<file path="src/rtl/ldgx_pkg.sv">
// Shared types, opcodes, register codes and register-file helpers for the
// 8-bit load group executor. No dependencies.
package ldgx_pkg;

	// Memory geometry
	localparam int          ADDR_BITS_DEF = 16;
	localparam logic [15:0] HIGH_PAGE     = 16'hFF00;

	// Register operand codes as encoded in opcode bits [5:3] and [2:0]
	localparam logic [2:0] CODE_B   = 3'd0;
	localparam logic [2:0] CODE_C   = 3'd1;
	localparam logic [2:0] CODE_D   = 3'd2;
	localparam logic [2:0] CODE_E   = 3'd3;
	localparam logic [2:0] CODE_H   = 3'd4;
	localparam logic [2:0] CODE_L   = 3'd5;
	localparam logic [2:0] CODE_MEM = 3'd6;
	localparam logic [2:0] CODE_A   = 3'd7;

	// Opcodes
	localparam logic [7:0] OP_REG_FIRST = 8'h40;
	localparam logic [7:0] OP_REG_LAST  = 8'h7F;
	localparam logic [7:0] OP_HALT      = 8'h76;
	localparam logic [7:0] OP_LD_BC_A   = 8'h02;
	localparam logic [7:0] OP_LD_DE_A   = 8'h12;
	localparam logic [7:0] OP_LD_HLI_A  = 8'h22;
	localparam logic [7:0] OP_LD_HLD_A  = 8'h32;
	localparam logic [7:0] OP_LD_A_BC   = 8'h0A;
	localparam logic [7:0] OP_LD_A_DE   = 8'h1A;
	localparam logic [7:0] OP_LD_A_HLI  = 8'h2A;
	localparam logic [7:0] OP_LD_A_HLD  = 8'h3A;
	localparam logic [7:0] OP_LD_B_N    = 8'h06;
	localparam logic [7:0] OP_LD_D_N    = 8'h16;
	localparam logic [7:0] OP_LD_H_N    = 8'h26;
	localparam logic [7:0] OP_LD_HL_N   = 8'h36;
	localparam logic [7:0] OP_LDH_N_A   = 8'hE0;
	localparam logic [7:0] OP_LDH_A_N   = 8'hF0;
	localparam logic [7:0] OP_LDH_C_A   = 8'hE2;
	localparam logic [7:0] OP_LDH_A_C   = 8'hF2;
	localparam logic [7:0] OP_LD_NN_A   = 8'hEA;
	localparam logic [7:0] OP_LD_A_NN   = 8'hFA;

	// Architectural byte registers
	typedef struct packed {
		logic [7:0] a;
		logic [7:0] b;
		logic [7:0] c;
		logic [7:0] d;
		logic [7:0] e;
		logic [7:0] h;
		logic [7:0] l;
	} regs_t;

	// Decoded instruction
	typedef struct packed {
		logic        unsup;
		logic [1:0]  len;
		logic [4:0]  clocks;
		logic        mem_rd;
		logic        mem_wr;
		logic [15:0] addr;
		logic [7:0]  wdata;
		logic [2:0]  ld_code;
		logic        wr_en;
		logic [2:0]  wr_code;
		logic [7:0]  wr_val;
		logic        hl_en;
		logic [15:0] hl_val;
	} dec_t;

	// Read a register by operand code; the memory code reads as zero
	function automatic logic [7:0] get_reg(regs_t r, logic [2:0] code);
		logic [7:0] v;
		case (code)
			CODE_B:  v = r.b;
			CODE_C:  v = r.c;
			CODE_D:  v = r.d;
			CODE_E:  v = r.e;
			CODE_H:  v = r.h;
			CODE_L:  v = r.l;
			CODE_A:  v = r.a;
			default: v = 8'h00;
		endcase
		return v;
	endfunction

	// Write a register by operand code; the memory code changes nothing
	function automatic regs_t put_reg(regs_t r, logic [2:0] code, logic [7:0] v);
		regs_t res;
		res = r;
		case (code)
			CODE_B:  res.b = v;
			CODE_C:  res.c = v;
			CODE_D:  res.d = v;
			CODE_E:  res.e = v;
			CODE_H:  res.h = v;
			CODE_L:  res.l = v;
			CODE_A:  res.a = v;
			default: res = r;
		endcase
		return res;
	endfunction

endpackage

</file>
<file path="src/rtl/ldgx_decode.sv">
// Opcode decoder: turns an opcode word plus the current registers into the
// memory access and register updates it implies. Depends on ldgx_pkg.
module ldgx_decode import ldgx_pkg::*; (
	input  logic [7:0] command,
	input  logic [7:0] imm_low,
	input  logic [7:0] imm_high,
	input  regs_t      regs,
	output dec_t       dec
);

	logic [15:0] hl;
	logic [15:0] bc;
	logic [15:0] de;
	logic [15:0] nn;
	logic [2:0]  dst;
	logic [2:0]  src;

	assign hl  = {regs.h, regs.l};
	assign bc  = {regs.b, regs.c};
	assign de  = {regs.d, regs.e};
	assign nn  = {imm_high, imm_low};
	assign dst = command[5:3];
	assign src = command[2:0];

	// Decode; fields of no access stay zero
	always_comb begin
		dec = '0;
		if ((command inside {[OP_REG_FIRST:OP_REG_LAST]}) && command != OP_HALT) begin
			dec.len    = 2'd1;
			dec.clocks = (dst == CODE_MEM || src == CODE_MEM) ? 5'd8 : 5'd4;
			if (src == CODE_MEM) begin
				dec.mem_rd  = 1'b1;
				dec.addr    = hl;
				dec.ld_code = dst;
			end else if (dst == CODE_MEM) begin
				dec.mem_wr = 1'b1;
				dec.addr   = hl;
				dec.wdata  = get_reg(regs, src);
			end else begin
				dec.wr_en   = 1'b1;
				dec.wr_code = dst;
				dec.wr_val  = get_reg(regs, src);
			end
		end else begin
			case (command)
				OP_LD_BC_A, OP_LD_DE_A, OP_LD_HLI_A, OP_LD_HLD_A: begin
					dec.len    = 2'd1;
					dec.clocks = 5'd8;
					dec.mem_wr = 1'b1;
					dec.wdata  = regs.a;
					dec.addr   = (command == OP_LD_BC_A) ? bc :
						(command == OP_LD_DE_A) ? de : hl;
					dec.hl_en  = (command == OP_LD_HLI_A) || (command == OP_LD_HLD_A);
					dec.hl_val = (command == OP_LD_HLI_A) ? hl + 16'd1 : hl - 16'd1;
				end
				OP_LD_A_BC, OP_LD_A_DE, OP_LD_A_HLI, OP_LD_A_HLD: begin
					dec.len     = 2'd1;
					dec.clocks  = 5'd8;
					dec.mem_rd  = 1'b1;
					dec.ld_code = CODE_A;
					dec.addr    = (command == OP_LD_A_BC) ? bc :
						(command == OP_LD_A_DE) ? de : hl;
					dec.hl_en   = (command == OP_LD_A_HLI) || (command == OP_LD_A_HLD);
					dec.hl_val  = (command == OP_LD_A_HLI) ? hl + 16'd1 : hl - 16'd1;
				end
				OP_LD_B_N, OP_LD_D_N, OP_LD_H_N: begin
					dec.len     = 2'd2;
					dec.clocks  = 5'd8;
					dec.wr_en   = 1'b1;
					dec.wr_code = dst;
					dec.wr_val  = imm_low;
				end
				OP_LD_HL_N: begin
					dec.len    = 2'd2;
					dec.clocks = 5'd12;
					dec.mem_wr = 1'b1;
					dec.addr   = hl;
					dec.wdata  = imm_low;
				end
				OP_LDH_N_A: begin
					dec.len    = 2'd2;
					dec.clocks = 5'd12;
					dec.mem_wr = 1'b1;
					dec.addr   = HIGH_PAGE + {8'h00, imm_low};
					dec.wdata  = regs.a;
				end
				OP_LDH_A_N: begin
					dec.len     = 2'd2;
					dec.clocks  = 5'd12;
					dec.mem_rd  = 1'b1;
					dec.addr    = HIGH_PAGE + {8'h00, imm_low};
					dec.ld_code = CODE_A;
				end
				OP_LDH_C_A: begin
					dec.len    = 2'd1;
					dec.clocks = 5'd8;
					dec.mem_wr = 1'b1;
					dec.addr   = HIGH_PAGE + {8'h00, regs.c};
					dec.wdata  = regs.a;
				end
				OP_LDH_A_C: begin
					dec.len     = 2'd1;
					dec.clocks  = 5'd8;
					dec.mem_rd  = 1'b1;
					dec.addr    = HIGH_PAGE + {8'h00, regs.c};
					dec.ld_code = CODE_A;
				end
				OP_LD_NN_A: begin
					dec.len    = 2'd3;
					dec.clocks = 5'd16;
					dec.mem_wr = 1'b1;
					dec.addr   = nn;
					dec.wdata  = regs.a;
				end
				OP_LD_A_NN: begin
					dec.len     = 2'd3;
					dec.clocks  = 5'd16;
					dec.mem_rd  = 1'b1;
					dec.addr    = nn;
					dec.ld_code = CODE_A;
				end
				default: begin
					dec.unsup = 1'b1;
				end
			endcase
		end
	end

endmodule

</file>
<file path="config.mk">
export PLATFORM = sky130hd
export DESIGN_NAME = ldgx_decode
export DESIGN_NICKNAME = d
export VERILOG_FILES = /design/src/rtl/ldgx_pkg.sv /design/src/rtl/ldgx_decode.sv
export SDC_FILE = /design/constraint.sdc
export NUM_CORES = 1
export LEC_CHECK = 0
export BUFFER_PORTS_ARGS = -buffer_cell sky130_fd_sc_hd__buf_2
export CAP_MARGIN = 30
export CORE_MARGIN = 3
export CORE_UTILIZATION = 40
export DETAILED_ROUTE_END_ITERATION = 12
export GPL_ROUTABILITY_DRIVEN = 0
export PLACE_DENSITY = 0.76
export SLEW_MARGIN = 20
export SYNTH_ARGS = -nofsm -noshare
export SYNTH_HDL_FRONTEND = slang
export SYNTH_SLANG_ARGS = --single-unit
</file>
<file path="constraint.sdc">
create_clock -name vclk -period 2.2
set_input_delay 0.44 -clock vclk [all_inputs]
set_output_delay 0.44 -clock vclk [all_outputs]
set_load 0.01 [all_outputs]
</file>
==> results.toml <==
[outcome]
status = "complete, but fails checks"
violations = "negative setup slack"

[placement]
hpwl_mm = 11.00
placed_cell_area_um2 = 4320
portBuffers = 144
dp_slack_ns = -0.5487

[yosys]
synth_top_cell_area_share_pct = 7.030
avgSynthCellArea_um2 = 6.716
synth_sequential_area_ratio_pct = 0
synth_cells = 424
yosys.area.top_type = "mux2i_1"
netlist_top_cells_area = "mux2i_1, nor2_1, o21ai_0"
syn-cell-area_um2 = 2848
synth.yosys.warnings = 0
ys_types = 65

[sta]
finalCritPeriodShare_pct = 112.0
setup_ws_ns = -0.2645
totalNegativeSetupSlack_ns = -8.083
period_minus_slack_ns = 2.464
hold_slack_ns = 1.226
rsz0062_at_grt = "true"
timing_hold_violations_final = 0
timing.fmax_mhz = 405.8
drv_slew = 0
setup_viol = 49

[global_route]
grt_util_met3_pct = 7.500
grt_pass1_vias = 4910
use_met2_pct = 63.41
grt_pass1_wl_mm = 25.56
grt_use_total_pct = 37.70
grt_overflow_total = 0
grt_max_degree = 18
grt_util_met1_pct = 45.05
busiest_layer = "met2"
antenna_found_initial = 0

[pwr]
power_density_nw_per_um2 = 160.9
total_power_w = 0.0008915
seq_power_share_pct = 0
power_frac_comb_pct = 100.0
p_sw_share_pct = 55.84
p_int_w = 0.0003937
switchingPower_w = 0.0004979
p_leak_nw = 2.511
peakVddDrop_mv = 0.1082
clock_power_share_pct = 0

[final_layout]
nets = 730
diodes = 0
nClkBuffers = 0
multi_input_area_um2 = 3406
syn2layout_area_growth_pct = 94.55
seq_cells = 0
drive_gt1_share_pct = 64.24
final_area_um2 = 5540
fillers = 389
seq_area_um2 = 0

[die]
die_area_um2 = 8168
die_y_um = 90.38
start_util_pct = 41.68
io_pins = 146
fp.dieW_um = 90.38
rows = 30
core_area_um2 = 6832

[drt]
vias = 5392
drcViolationCount = 0
wirelength_mm = 19.30
wl_per_cell_um = 26.01
avgViaCountPerCell = 7.267
ant_nets = 0
drtPass1Iterations = 5
dr.first_iter.drc_count = 782

[setup_path]
worst-path-max-fanout = 8
cp.arrival_ns = 2.02
crit_required_ns = 1.76
cp-start-kind = "input port"
worstSetupPathType = "input port to output pin"
crit_path_end_kind = "output pin"

[worst_hold_path]
min_path_cells = 4
hold_end = "dec[20]"
worstHoldStart = "imm_low[3]"
hold_path.class = "input port to output pin"

[clock_network]
cts_hold_buffers = 0

[run]
drv_cap = 0
## placed cells by master, fill, tap and decap left out, drive strengths merged, types with 5 or more instances in the layout
master,count
o311ai,8
o221a,10
a21oi,12
nand2,41
o22ai,12
o32ai,5
and3,6
o221ai,9
mux2,8
nor2b,5
xnor2,12
a22oi,19
buf,256
nor2,53
inv,8
nand3,12
nor3,8
a211oi,5
a2111oi,5
mux2i,20
o21ai,38
a21boi,7
nand4,8
nand3b,13
mux4,6
or3,8
## Yosys cell counts (9+ instances only)
| cell | count |
|---|---|
| nor2_1 | 53 |
| nand3_1 | 12 |
| nand3b_1 | 13 |
| a21oi_1 | 12 |
| a22oi_1 | 19 |
| mux2i_1 | 20 |
| buf_2 | 13 |
| o221ai_1 | 9 |
| xnor2_1 | 12 |
| clkbuf_1 | 16 |
| o221a_2 | 10 |
| o21ai_0 | 38 |
| o22ai_1 | 12 |
| nand2_1 | 40 |
## per-layer routing
metal / routed length (um) / up-vias
li1: - / 2107
met1: 6484 / 2463
met2: 8163 / 611
met3: 2806 / 211
met4: 1844 / 0
met5: 0 / -
## power by group through the flow
stage               Clock, W  Combinational (W)  Sequential [W]
finish                     0           0.000892               0
global route               0           0.000913               0
CTS                        0           0.000742               0
detailed placement         0           0.000622               0
global placement           0           0.000607               0
floorplan                  0           0.000327               0
## repair_timing
| item | CTS | global route |
|---|---|---|
| gates resized for setup | 143 | 84 |
| setup endpoints to repair | 55 | 52 |
| endpoints found under the hold margin | 0 | 0 |
| pin swaps | 42 | 32 |
| cloned | 4 | 0 |
| buffers inserted | 16 | 11 |
## how the worst max path moves through the flow
stage,start,end,slack [ns]
after global routing,command[0],dec[49],-0.37
after floorplan,regs[10],dec[15],-0.15
after CTS,regs[10],dec[15],-0.25
final,command[0],dec[49],-0.26
after global placement,command[0],dec[37],-0.49
after detailed placement,command[0],dec[37],-0.55
## stage by stage
| step | utilization (%) | cells |
|---|---|---|
| 2_1_floorplan | - | 425 |
| 5_1_grt | 81.10 | 742 |
| 3_5_place_dp | 63.24 | 711 |
| 4_1_cts | 74.08 | 731 |
| 6_report | 81.10 | 742 |
| 3_3_place_gp | 63.24 | 711 |
## cell families (layout without fill, tap and decap cells)
kind of cell | count (synthesis) | in the layout | share of synthesized area, %
buffers and inverters | 48 | 269 | 8.480
adders and majority gates | 2 | 2 | 0.8786
other | 1 | 2 | 0.1317
xor gates and xnor gates | 16 | 16 | 4.921
AOI/OAI and AO/OA | 147 | 147 | 37.30
and+or+nand+nor | 176 | 176 | 33.35
muxes | 34 | 34 | 14.94
## final cells by class
| type | count | area share [%] |
|---|---|---|
| multi-input cells | 377 | 61.47 |
| repair buffers | 261 | 35.77 |
| well taps | 96 | 2.168 |
| inverters | 8 | 0.5872 |
## worst max-delay path, stage by stage
cell and delay (ns):
buf_8 0.11, nor3b_4 0.19, buf_6 0.16, nand4b_1 0.12, buf_6 0.18, mux2i_2 0.20
a211oi_1 0.10, or3_1 0.36, buf_2 0.15
(Power assumes the default switching activity.)
